$ cat src/rtl/core/cpo_pkg.sv
package cpo_pkg;

	localparam int MAX_VERTS_DEF  = 8;
	localparam int COORD_BITS_DEF = 16;
	localparam int FIELD_W        = 16;
	// Wide enough to zero-extend a field up to the largest coordinate width.
	localparam int EXT_W          = FIELD_W + 24;

	localparam logic POLY_A    = 1'b0;
	localparam logic POLY_B    = 1'b1;
	localparam logic SET_OWN   = 1'b0;
	localparam logic SET_OTHER = 1'b1;

	typedef struct packed {
		logic                      polygon_select;
		logic signed [FIELD_W-1:0] vertex_x;
		logic signed [FIELD_W-1:0] vertex_y;
		logic                      last_vertex;
	} vtx_item_t;

	typedef struct packed {
		logic overlap;
		logic error;
	} res_item_t;

	typedef struct packed {
		logic we;
		logic wr_poly;
		logic rd_poly;
		logic proj_en;
		logic proj_set;
		logic proj_first;
		logic cap_prev;
		logic set_axis;
	} dp_cmd_t;

	typedef struct packed {
		logic separate;
	} dp_status_t;

endpackage

$ cat src/rtl/core/convex_polygon_overlap_sat.sv
// Loading: one vertex item per cycle while the block is waiting for vertices.
// Test: each edge axis takes reads of the previous and current vertex, axis setup, one vertex projection per cycle
// through the vertex memories, two pipeline stages and a compare.
// In the worst case every edge of both polygons gives an axis; a separating axis ends the test early.
// The result sits in an output register, so loading of the next pair overlaps its wait.
// Reset clears the counts, the overflow flag and the result valid; vertex memories are not cleared.
module convex_polygon_overlap_sat #(
	parameter int MAX_VERTS  = cpo_pkg::MAX_VERTS_DEF,
	parameter int COORD_BITS = cpo_pkg::COORD_BITS_DEF
) (
	input  logic               clk,
	input  logic               arst_n,
	input  logic               vtx_valid,
	output logic               vtx_ready,
	input  cpo_pkg::vtx_item_t vtx,
	output logic               res_valid,
	input  logic               res_ready,
	output cpo_pkg::res_item_t res
);
	import cpo_pkg::*;

	dp_cmd_t                      cmd;
	dp_status_t                   status;
	logic [$clog2(MAX_VERTS)-1:0] addr;

	cpo_ctrl #(
		.MAX_VERTS(MAX_VERTS)
	) u_ctrl (
		.clk       (clk),
		.arst_n    (arst_n),
		.vtx_valid (vtx_valid),
		.vtx_ready (vtx_ready),
		.vtx       (vtx),
		.res_valid (res_valid),
		.res_ready (res_ready),
		.res       (res),
		.cmd       (cmd),
		.addr      (addr),
		.status    (status)
	);

	cpo_dp #(
		.MAX_VERTS (MAX_VERTS),
		.COORD_BITS(COORD_BITS)
	) u_dp (
		.clk    (clk),
		.arst_n (arst_n),
		.vtx    (vtx),
		.cmd    (cmd),
		.addr   (addr),
		.status (status)
	);

endmodule

$ cat src/rtl/core/cpo_dp.sv
module cpo_dp #(
	parameter int MAX_VERTS  = cpo_pkg::MAX_VERTS_DEF,
	parameter int COORD_BITS = cpo_pkg::COORD_BITS_DEF
) (
	input  logic                         clk,
	input  logic                         arst_n,
	input  cpo_pkg::vtx_item_t           vtx,
	input  cpo_pkg::dp_cmd_t             cmd,
	input  logic [$clog2(MAX_VERTS)-1:0] addr,
	output cpo_pkg::dp_status_t          status
);
	import cpo_pkg::*;

	localparam int CW = COORD_BITS;
	localparam int EW = CW + 1;
	localparam int DW = 2 * CW + 2;

	logic [EXT_W-1:0] ext_x, ext_y;
	logic [2*CW-1:0]  wdata;

	logic [2*CW-1:0] mem_a [MAX_VERTS];
	logic [2*CW-1:0] mem_b [MAX_VERTS];
	logic [2*CW-1:0] rd_a_s1, rd_b_s1, rd_s1;
	logic            poly_s1, valid_s1, set_s1, first_s1;

	logic signed [CW-1:0] px, py;
	logic signed [EW-1:0] px_e, py_e;
	logic signed [CW-1:0] prev_x_q, prev_y_q;
	logic signed [EW-1:0] ax_q, ay_q;

	logic signed [DW-1:0] prod_x_s2, prod_y_s2, dot;
	logic                 valid_s2, set_s2, first_s2;
	logic signed [DW-1:0] own_min_q, own_max_q, oth_min_q, oth_max_q;

	// Coordinates are taken from the low COORD_BITS of the zero-extended field.
	assign ext_x = {{(EXT_W-FIELD_W){1'b0}}, vtx.vertex_x};
	assign ext_y = {{(EXT_W-FIELD_W){1'b0}}, vtx.vertex_y};
	assign wdata = {ext_x[CW-1:0], ext_y[CW-1:0]};

	always_ff @(posedge clk) begin
		if (cmd.we && cmd.wr_poly == POLY_A) begin
			mem_a[addr] <= wdata;
		end
		if (cmd.we && cmd.wr_poly == POLY_B) begin
			mem_b[addr] <= wdata;
		end
		rd_a_s1 <= mem_a[addr];
		rd_b_s1 <= mem_b[addr];
	end

	assign rd_s1 = (poly_s1 == POLY_B) ? rd_b_s1 : rd_a_s1;
	assign px    = $signed(rd_s1[2*CW-1:CW]);
	assign py    = $signed(rd_s1[CW-1:0]);
	assign px_e  = {px[CW-1], px};
	assign py_e  = {py[CW-1], py};

	always_ff @(posedge clk or negedge arst_n) begin
		if (!arst_n) begin
			valid_s1 <= 1'b0;
			valid_s2 <= 1'b0;
		end else begin
			valid_s1 <= cmd.proj_en;
			valid_s2 <= valid_s1;
		end
	end

	always_ff @(posedge clk) begin
		poly_s1  <= cmd.rd_poly;
		set_s1   <= cmd.proj_set;
		first_s1 <= cmd.proj_first;
		set_s2   <= set_s1;
		first_s2 <= first_s1;
		if (cmd.cap_prev) begin
			prev_x_q <= px;
			prev_y_q <= py;
		end
		// The axis is the edge normal (dy, -dx).
		if (cmd.set_axis) begin
			ax_q <= py_e - {prev_y_q[CW-1], prev_y_q};
			ay_q <= {prev_x_q[CW-1], prev_x_q} - px_e;
		end
		prod_x_s2 <= ax_q * px_e;
		prod_y_s2 <= ay_q * py_e;
	end

	assign dot = prod_x_s2 + prod_y_s2;

	always_ff @(posedge clk) begin
		if (valid_s2 && set_s2 == SET_OWN) begin
			if (first_s2 || dot < own_min_q) begin
				own_min_q <= dot;
			end
			if (first_s2 || dot > own_max_q) begin
				own_max_q <= dot;
			end
		end
		if (valid_s2 && set_s2 == SET_OTHER) begin
			if (first_s2 || dot < oth_min_q) begin
				oth_min_q <= dot;
			end
			if (first_s2 || dot > oth_max_q) begin
				oth_max_q <= dot;
			end
		end
	end

	assign status.separate = (own_max_q < oth_min_q) || (oth_max_q < own_min_q);

endmodule

$ cat src/rtl/core/cpo_ctrl.sv
module cpo_ctrl #(
	parameter int MAX_VERTS = cpo_pkg::MAX_VERTS_DEF
) (
	input  logic                         clk,
	input  logic                         arst_n,
	input  logic                         vtx_valid,
	output logic                         vtx_ready,
	input  cpo_pkg::vtx_item_t           vtx,
	output logic                         res_valid,
	input  logic                         res_ready,
	output cpo_pkg::res_item_t           res,
	output cpo_pkg::dp_cmd_t             cmd,
	output logic [$clog2(MAX_VERTS)-1:0] addr,
	input  cpo_pkg::dp_status_t          status
);
	import cpo_pkg::*;

	localparam int AW   = $clog2(MAX_VERTS);
	localparam int CNTW = $clog2(MAX_VERTS + 1);

	localparam logic [3:0] S_LOAD   = 4'd0;
	localparam logic [3:0] S_CHECK  = 4'd1;
	localparam logic [3:0] S_EDGE0  = 4'd2;
	localparam logic [3:0] S_EDGE1  = 4'd3;
	localparam logic [3:0] S_AXIS   = 4'd4;
	localparam logic [3:0] S_PROJ   = 4'd5;
	localparam logic [3:0] S_DRAIN1 = 4'd6;
	localparam logic [3:0] S_DRAIN2 = 4'd7;
	localparam logic [3:0] S_CMP    = 4'd8;
	localparam logic [3:0] S_DONE   = 4'd9;

	logic [3:0]      state_q;
	logic [CNTW-1:0] count_a_q, count_b_q;
	logic            ovf_q;
	logic            phase_q, set_q;
	logic [AW-1:0]   t_q, prev_q, idx_q;
	logic            pend_ovl_q, pend_err_q;
	logic            res_valid_q;
	res_item_t       res_q;

	logic            accept, room_a, room_b, slot_free;
	logic [CNTW-1:0] own_cnt, oth_cnt, own_m1, oth_m1, a_m1, b_m1;
	logic [AW-1:0]   own_last, oth_last, cur_last;

	assign accept    = vtx_valid && vtx_ready;
	assign room_a    = count_a_q < CNTW'(MAX_VERTS);
	assign room_b    = count_b_q < CNTW'(MAX_VERTS);
	assign slot_free = !res_valid_q || res_ready;

	// The polygon whose edges give the axes is "own"; the other one is projected too.
	assign own_cnt  = (phase_q == POLY_A) ? count_a_q : count_b_q;
	assign oth_cnt  = (phase_q == POLY_A) ? count_b_q : count_a_q;
	assign own_m1   = own_cnt - CNTW'(1);
	assign oth_m1   = oth_cnt - CNTW'(1);
	assign a_m1     = count_a_q - CNTW'(1);
	assign b_m1     = count_b_q - CNTW'(1);
	assign own_last = own_m1[AW-1:0];
	assign oth_last = oth_m1[AW-1:0];
	assign cur_last = (set_q == SET_OWN) ? own_last : oth_last;

	assign vtx_ready = (state_q == S_LOAD);
	assign res_valid = res_valid_q;
	assign res       = res_q;

	always_comb begin
		cmd  = '0;
		addr = '0;
		case (state_q)
			S_LOAD: begin
				cmd.wr_poly = vtx.polygon_select;
				if (vtx.polygon_select == POLY_B) begin
					addr   = count_b_q[AW-1:0];
					cmd.we = accept && room_b;
				end else begin
					addr   = count_a_q[AW-1:0];
					cmd.we = accept && room_a;
				end
			end
			S_EDGE0: begin
				cmd.rd_poly = phase_q;
				addr        = prev_q;
			end
			S_EDGE1: begin
				cmd.rd_poly  = phase_q;
				cmd.cap_prev = 1'b1;
				addr         = t_q;
			end
			S_AXIS: begin
				cmd.set_axis = 1'b1;
			end
			S_PROJ: begin
				cmd.rd_poly    = phase_q ^ set_q;
				cmd.proj_en    = 1'b1;
				cmd.proj_set   = set_q;
				cmd.proj_first = (idx_q == '0);
				addr           = idx_q;
			end
			default: begin
			end
		endcase
	end

	always_ff @(posedge clk or negedge arst_n) begin
		if (!arst_n) begin
			state_q     <= S_LOAD;
			count_a_q   <= '0;
			count_b_q   <= '0;
			ovf_q       <= 1'b0;
			res_valid_q <= 1'b0;
			phase_q     <= POLY_A;
			set_q       <= SET_OWN;
			t_q         <= '0;
			prev_q      <= '0;
			idx_q       <= '0;
			pend_ovl_q  <= 1'b0;
			pend_err_q  <= 1'b0;
		end else begin
			if (res_valid_q && res_ready && !(state_q == S_DONE && slot_free)) begin
				res_valid_q <= 1'b0;
			end
			case (state_q)
				S_LOAD: begin
					if (accept) begin
						if (vtx.polygon_select == POLY_B) begin
							if (room_b) begin
								count_b_q <= count_b_q + CNTW'(1);
							end else begin
								ovf_q <= 1'b1;
							end
							if (vtx.last_vertex) begin
								state_q <= S_CHECK;
							end
						end else begin
							if (room_a) begin
								count_a_q <= count_a_q + CNTW'(1);
							end else begin
								ovf_q <= 1'b1;
							end
						end
					end
				end
				S_CHECK: begin
					if (ovf_q || count_a_q == '0 || count_b_q == '0) begin
						pend_err_q <= 1'b1;
						pend_ovl_q <= 1'b0;
						state_q    <= S_DONE;
					end else begin
						pend_err_q <= 1'b0;
						phase_q    <= POLY_A;
						t_q        <= '0;
						prev_q     <= a_m1[AW-1:0];
						state_q    <= S_EDGE0;
					end
				end
				S_EDGE0: begin
					state_q <= S_EDGE1;
				end
				S_EDGE1: begin
					state_q <= S_AXIS;
				end
				S_AXIS: begin
					idx_q   <= '0;
					set_q   <= SET_OWN;
					state_q <= S_PROJ;
				end
				S_PROJ: begin
					if (idx_q == cur_last) begin
						if (set_q == SET_OWN) begin
							set_q <= SET_OTHER;
							idx_q <= '0;
						end else begin
							state_q <= S_DRAIN1;
						end
					end else begin
						idx_q <= idx_q + AW'(1);
					end
				end
				S_DRAIN1: begin
					state_q <= S_DRAIN2;
				end
				S_DRAIN2: begin
					state_q <= S_CMP;
				end
				S_CMP: begin
					if (status.separate) begin
						pend_ovl_q <= 1'b0;
						state_q    <= S_DONE;
					end else if (t_q == own_last) begin
						if (phase_q == POLY_A) begin
							phase_q <= POLY_B;
							t_q     <= '0;
							prev_q  <= b_m1[AW-1:0];
							state_q <= S_EDGE0;
						end else begin
							pend_ovl_q <= 1'b1;
							state_q    <= S_DONE;
						end
					end else begin
						prev_q  <= t_q;
						t_q     <= t_q + AW'(1);
						state_q <= S_EDGE0;
					end
				end
				S_DONE: begin
					if (slot_free) begin
						res_valid_q <= 1'b1;
						count_a_q   <= '0;
						count_b_q   <= '0;
						ovf_q       <= 1'b0;
						state_q     <= S_LOAD;
					end
				end
				default: begin
					state_q <= S_LOAD;
				end
			endcase
		end
	end

	always_ff @(posedge clk) begin
		if (state_q == S_DONE && slot_free) begin
			res_q.overlap <= pend_ovl_q;
			res_q.error   <= pend_err_q;
		end
	end

	a_count_bound: assert property (@(posedge clk) disable iff (!arst_n)
		count_a_q <= CNTW'(MAX_VERTS) && count_b_q <= CNTW'(MAX_VERTS))
		else $error("vertex count exceeds capacity");

	a_err_no_ovl: assert property (@(posedge clk) disable iff (!arst_n)
		res_valid_q |-> !(res_q.error && res_q.overlap))
		else $error("result flags both overlap and error");

	a_last_b_starts: assert property (@(posedge clk) disable iff (!arst_n)
		(accept && vtx.polygon_select == POLY_B && vtx.last_vertex) |=> state_q == S_CHECK)
		else $error("last vertex of B did not start the test");

	a_done_clears: assert property (@(posedge clk) disable iff (!arst_n)
		(state_q == S_DONE && slot_free)
		|=> (res_valid_q && count_a_q == '0 && count_b_q == '0 && !ovf_q))
		else $error("result issue did not clear the counts");

endmodule

$ cat config.mk
export PLATFORM = sky130hd
export DESIGN_NAME = convex_polygon_overlap_sat
export DESIGN_NICKNAME = d
export VERILOG_FILES = /design/src/rtl/core/cpo_pkg.sv /design/src/rtl/core/convex_polygon_overlap_sat.sv /design/src/rtl/core/cpo_dp.sv /design/src/rtl/core/cpo_ctrl.sv
export SDC_FILE = /design/constraint.sdc
export NUM_CORES = 2
export LEC_CHECK = 0
export BUFFER_PORTS_ARGS = -buffer_cell sky130_fd_sc_hd__buf_2
export CAP_MARGIN = 20
export CORE_ASPECT_RATIO = 0.5
export CORE_UTILIZATION = 50
export CTS_CLUSTER_DIAMETER = 120
export DETAILED_ROUTE_END_ITERATION = 10
export PLACE_DENSITY = 0.66
export SYNTH_ARGS = -nofsm -noshare
export SYNTH_HDL_FRONTEND = slang
export SYNTH_SLANG_ARGS = --single-unit
$ cat constraint.sdc
create_clock -name clk -period 10.2 [get_ports clk]
set_input_delay 2.04 -clock clk [delete_from_list [all_inputs] [get_ports clk]]
set_output_delay 2.04 -clock clk [all_outputs]
set_load 0.1 [all_outputs]
# After elaboration in Yosys (flattened, before gate mapping)
# Memory sizes are Yosys's and may differ from the RTL's. A register that Yosys moved wholly into a read port is not among the register bits.
# Cells that the tools add are included.
totals:
  ff_bits: 306
  ramBits: 512
  n_memories: 2
op_classes:
  n_addsub: 11
  mul: 2
  magnitude_cmp: 8
  eq_ne: 30
  muxes: 69
  bitwise_logic: 3
  n_reduce_logical: 41
memory_table:
  columns: ["memory", "depth", "width", "rd", "rd_ports_with_merged_regs", "wr", "line_no", "text"]
  rows:
  - ["u_dp.mem_a", 8, 32, 1, 1, 1, "cpo_dp.sv:21", "logic [2*CW-1:0] mem_a [MAX_VERTS];"]
  - ["u_dp.mem_b", 8, 32, 1, 1, 1, "cpo_dp.sv:22", "logic [2*CW-1:0] mem_b [MAX_VERTS];"]
ops:
  columns: ["cell", "n"]
  rows:
  - ["$lt A34 B34 Y1", 4]
  - ["$gt A34 B34 Y1", 2]
  - ["$mul A17 B16 Y33", 2]
  - ["$mux W4", 16]
  - ["$mux W3", 15]
  - ["$pmux W4 S10", 1]
  - ["$add A34 B34 Y34", 1]
  - ["$sub A16 B16 Y17", 2]
  - ["$mux W32", 1]
  - ["$mux W1", 24]
  - ["$pmux W3 S2", 3]
  - ["$eq A4 B3 Y1 const B", 4]
  - ["$ne A2 B2 Y1 const B", 8]
  - ["$pmux W4 S2", 2]
  - ["$reduce_and A5 Y1", 3]
  - ["$logic_not A4 Y1", 3]
  - ["$ne A3 B3 Y1 const B", 4]
  - ["$pmux W3 S4", 1]
  - ["$reduce_and A2 Y1", 6]
  - ["$reduce_and A4 Y1", 3]
  - ["$sub A3 B1 Y3 const B", 4]
  - ["$logic_and A1 B1 Y1", 10]
  - ["$ne A2 B1 Y1 const B", 5]
  - ["$pmux W1 S2", 5]
  - ["17 further kinds", 35]

# Depth between registers and ports, before layout
logic_depth:
  ltp_word: 9
  depth_mapped: 27

# By module
# From an unflattened synthesis, not the netlist that was laid out.
hier_totals:
  cells_unflattened: 4822
  area_unflattened_um2: 57559.0
modules_own_cells:
  columns: ["mod", "instances", "cells_per_inst", "area_per_inst_um2", "seq_area_each_um2"]
  rows:
  - ["cpo_dp", 1, 4599, 55534.5, 24193.2]
  - ["cpo_ctrl", 1, 223, 2024.4, 735.7]

# Least setup slack after synthesis
# OpenSTA, ideal clock, no wires.
synth_path:
  kind: "flip-flop to flip-flop"
  from: "reg u_dp.prod_y_s2[0]"
  to: "reg u_dp.oth_max_q[0], enable pin"
  setup_ps: 511
  arrival_time_ps: 6773
  required_time_ps: 9689
  slack_ps: 2917
  stages_incl_launch_ff: 21
  path_buffers: 0
  path_cell_list: "dfxtp_1 > ha_1 > fa_1 > a21oi_1 > o21ai_0 > a311oi_1 > o41ai_1 > and2_1 > o21a_1 > a211oi_1 > xnor2_1 > ha_1 > a21oi_1 > nor2b_1 > o21ai_0 > nand2b_1 > a21oi_1 > nor2b_1 > o21ai_0 > o311a_1 > nor4_1"
synth_via:
  elab_chain_cells: 4
synth_lines:
  columns: ["element", "line_no", "text"]
  rows:
  - ["from (decl)", "cpo_dp.sv:31", "logic signed [DW-1:0] prod_x_s2, prod_y_s2, dot;"]
  - ["from (signal assigned)", "cpo_dp.sv:83", "prod_y_s2 <= ay_q * py_e;"]
  - ["$add A34 B34 Y34", "cpo_dp.sv:86", "assign dot = prod_x_s2 + prod_y_s2;"]
  - ["net u_dp.dot[26]", "cpo_dp.sv:31", null]
  - ["$gt A34 B34 Y1", "cpo_dp.sv:101", "if (first_s2 || dot > oth_max_q) begin"]
  - ["$logic_or A1 B1 Y1", "cpo_dp.sv:101", null]
  - ["$reduce_and A2 Y1 (no source line)", null, null]
  - ["to (signal assigned)", "cpo_dp.sv:102", "oth_max_q <= dot;"]
  - ["to (decl)", "cpo_dp.sv:33", "logic signed [DW-1:0] own_min_q, own_max_q, oth_min_q, oth_max_q;"]
# The timed path passes the listed nets, and every way through them passes these cells.
# A chain may end at the register's enable or synchronous reset.

# Worst setup path after layout
layout_path:
  from: "reg u_dp.poly_s1"
  to: "reg u_dp.prod_x_s2[32]"
layout_via:
  elab_chain_cells: 2
layout_lines:
  columns: ["element", "line_no", "text"]
  rows:
  - ["from (decl)", "cpo_dp.sv:24", "logic poly_s1, valid_s1, set_s1, first_s1;"]
  - ["from (signal assigned)", "cpo_dp.sv:68", "poly_s1 <= cmd.rd_poly;"]
  - ["$mux W32", "cpo_dp.sv:51", "assign rd_s1 = (poly_s1 == POLY_B) ? rd_b_s1 : rd_a_s1;"]
  - ["$mul A17 B16 Y33", "cpo_dp.sv:82", "prod_x_s2 <= ax_q * px_e;"]
  - ["to (signal assigned)", "cpo_dp.sv:82", null]
  - ["to (decl)", "cpo_dp.sv:31", null]
# No other way between the ends.

==> impl_metrics.csv <==
group,metric,value,unit
setup_path,timing.critical_path.required,10760,ps
synth,syn-mean-instance-area,11.5,um2
drt,dr_total_vias,37872,
synth,synth_enable_flop_cells,716,
setup_path,startpoint_type,"flop",
floorplanning,x_dimension_of_the_die,486,um
synth,postSynth.asyncResetShare,0.0330,
sta,fin_crit,7920,ps
layout,finish.net_count,6141,
setup_path,worstRegToRegCells,23,
layout,leading_cell_type_in_the_layout_fill_and_taps_excluded,"sky130_fd_sc_hd__inv_1",
setup_path,crit_top_cell,"sky130_fd_sc_hd__fa_1",
layout,layout.cells.most_common_list,"804 x sky130_fd_sc_hd__inv_1, 716 x sky130_fd_sc_hd__edfxtp_1, 555 x sky130_fd_sc_hd__fa_1, 549 x sky130_fd_sc_hd__nand2_1, 442 x sky130_fd_sc_hd__ha_1",
floorplanning,initial_utilization,0.506,
floorplanning,core.rowCount,88,
sta,timing_hold_violations_final,0,
setup_path,criticalPathCategory,"flop to flop",
clock_tree,clock_sink_count,880,
setup_path,setup.worst_path.end_class,"flop",
synth,synth.distinct_cells,78,
floorplanning,boundaryPins,42,
flow_run,cap_violations,0,
clock_tree,cts_tree,"yes",
floorplanning,dieArea,118000,um2
layout,fillers,9679,
clock_tree,cts.clk_slew.worst_paths,60,ps
global_route,grt_pass1_wl,231,mm
setup_path,timing.critical_path.slowest_cell_delay,1080,ps
synth,cell_area_after_synthesis,58500,um2
global_route,use_met2,0.416,
status,outcome,"complete, no violations",
placement,placedCellCount,6550,
synth,synthesis.nets,6117,
placement,dp.final_hpwl,103,mm
sta,timing_max_transition_violations_final,0,
drt,wire_per_inst,22.0,um
global_route,combined_global_route_utilization_of_all_metal_layers,0.253,
clock_tree,hold_buffers,0,
clock_tree,cts_setup_buffers,0,
layout,syn2layout_area_growth,8.36,%
floorplanning,core-area,116000,um2
global_route,overflow,0,
setup_path,worstPathMaxFanout,32,
global_route,met3_usage,0.0399,
drt,drt-total-wl,147,mm
sta,relSlewSlack,0.231,
drt,detail_route.drc_violations,0,
placement,placement.io_buffers,41,
sta,worst_clock_skew,77.0,ps
synth,synth.ff_latch_count,880,
drt,drt_pre_antenna_iters,7,
sta,timing_worst_slew_pin_value,1140,ps
placement,place_congestion,0.902,
drt,drtIter0Drc,3186,
drt,routed_via_density,5.65,
sta,setup_violations,0,
synth,synth_seq_area_share,0.426,
drt,postRouteAntennaNets,0,
global_route,groute.layer.met1.usage,0.353,
clock_tree,clk-insertion-delay-late,710,ps
global_route,globalRoute.busiestLayer,"met2",
hold_path,hold_path.class,"flop to flop",
clock_tree,cts.root.buffer_cell,"sky130_fd_sc_hd__clkbuf_16",
hold_path,hold_path_depth,0,
layout,sequential_cell_area,24900,um2
setup_path,timing.critical_path.arrival,8490,ps
setup_path,critical_path.slowest_cell,"sky130_fd_sc_hd__dfxtp_2",
sta,grt_setup_unrepaired,"no",
setup_path,crit_chain,"mux2i_1 > inv_1 > and2_1 > fa_1 > inv_1 > fa_1 > fa_1 > inv_1 > fa_1 > fa_1 > inv_1 > fa_1 > inv_1 > ha_1 > and3_1 > a221o_1 > a2111oi_0 > nand3_1 > nand3_1 > o311ai_0 > a31o_2 > a21oi_1 > xnor2_1",
sta,post-route-period-util,0.777,
layout,area_of_combinational_cells_with_multiple_inputs,30200,um2
synth,synth_top_flop_cell,"sky130_fd_sc_hd__edfxtp_1",
global_route,antenna_found_initial,4,
synth,yosysWarningCount,0,
clock_tree,ctsLongestPathBuffers,3,
global_route,pin_count_of_the_biggest_net_entering_global_routing,86,
synth,cells_after_synthesis,5082,
global_route,grt_pass1_vias,39753,
clock_tree,cts.repair.resized,0,
layout,fin_cells,6707,
layout,finish.utilization,0.548,
clock_tree,ctsHtreeMaxLevel,3,
layout,final_layout_size_suffix_gt1_frac,0.0640,
clock_tree,tritoncts.num_buffers,82,
sta,totalNegativeSetupSlack,0,ps
sta,fmax,126,MHz
floorplanning,die_h,244,um
==> state kept, by name, indices dropped and copies added (netlist names), 2 cells and up <==
| signal | flops |
|---|---|
| u_dp.mem_a | 256 |
| u_dp.mem_b | 256 |
| u_dp.oth_max_q | 34 |
| u_dp.oth_min_q | 34 |
| u_dp.own_max_q | 34 |
| u_dp.own_min_q | 34 |
| u_dp.prod_x_s2 | 33 |
| u_dp.prod_y_s2 | 33 |
| u_dp.rd_a_s1 | 32 |
| u_dp.rd_b_s1 | 32 |
| u_dp.ax_q | 17 |
| u_dp.ay_q | 17 |
| u_dp.prev_x_q | 16 |
| u_dp.prev_y_q | 16 |
| u_ctrl.count_a_q | 4 |
| u_ctrl.count_b_q | 4 |
| u_ctrl.state_q | 4 |
| u_ctrl.idx_q | 3 |
| u_ctrl.prev_q | 3 |
| u_ctrl.t_q | 3 |
| u_ctrl.res | 2 |
==> worst max-delay path: cells and delay by family (launching register included) <==
| kind | cells | cell delay, ps |
|---|---|---|
| buffers and inverters | 5 | 540 |
| DFF | 1 | 1080 |
| muxes | 1 | 380 |
| adders and majority gates | 7 | 3320 |
| and+or+nand+nor | 4 | 900 |
| xor gates and xnor gates | 1 | 130 |
| AOI/OAI and AO/OA | 5 | 1420 |
==> per-layer routing <==
layer,part of all wire,routed length (um)
met4,0.021,3160
met1,0.44,65500
met2,0.47,68800
met5,0,0
met3,0.067,9820
==> cells in the mapped netlist, types with 88 or more instances <==
cell	n	area, um2
sky130_fd_sc_hd__edfxtp_1	716	21500
sky130_fd_sc_hd__clkbuf_1	108	405
sky130_fd_sc_hd__nor2_1	165	619
sky130_fd_sc_hd__a21oi_1	254	1270
sky130_fd_sc_hd__a21o_1	88	661
sky130_fd_sc_hd__o21ai_0	121	606
sky130_fd_sc_hd__nand2_1	549	2060
sky130_fd_sc_hd__inv_1	804	3020
sky130_fd_sc_hd__xnor2_1	98	858
sky130_fd_sc_hd__dfxtp_1	135	2700
sky130_fd_sc_hd__a211oi_1	95	713
sky130_fd_sc_hd__fa_1	555	11100
sky130_fd_sc_hd__and2_1	235	1470
sky130_fd_sc_hd__ha_1	442	5530
==> path summary, 6_finish.rpt <==
kind                                    from            endpoint  slack (ps)
worst max-delay path            u_dp.poly_s1  u_dp.prod_x_s2[32]        2280
worst min-delay path             u_dp.set_s1         u_dp.set_s2         330
worst max register to register  u_dp.poly_s1  u_dp.prod_x_s2[32]        2280
worst min register to register   u_dp.set_s1         u_dp.set_s2         330
max in group asynchronous             arst_n     u_ctrl.idx_q[1]        8340
min in group asynchronous             arst_n        u_ctrl.ovf_q        1390
==> logic make-up after synthesis <==
logic type / after synthesis / share of synthesized area
fa+ha+maj: 997 / 0.285
simple gates: 1239 / 0.101
mux: 70 / 0.0164
buf+inv: 962 / 0.0623
xor+xnor: 135 / 0.0202
flops: 880 / 0.426
compound gates: 799 / 0.0891
==> layout make-up <==
cell class,count,share of cell area
multi-input combinational,3240,0.476
sequential,880,0.393
inverter,804,0.0476
clock buffer,122,0.0359
tap,1530,0.0302
timing repair buffer,98,0.0104
clock inverter,31,0.00636
antenna,2,0.0000790
==> per-stage QoR <==
stage / worst slack (ps) / instance area [um2] / hold WS (ps)
floorplan: 2920 / 58500 / 310
global placement: 2530 / 60700 / 313
detailed placement: 2380 / 60700 / 319
CTS: 2300 / 63300 / 334
global route: 1880 / 63400 / 336
finish: 2280 / 63400 / 333
Power is not shown: default switching activity piles up to over one toggle a cycle in this logic, so the estimate is an artifact.
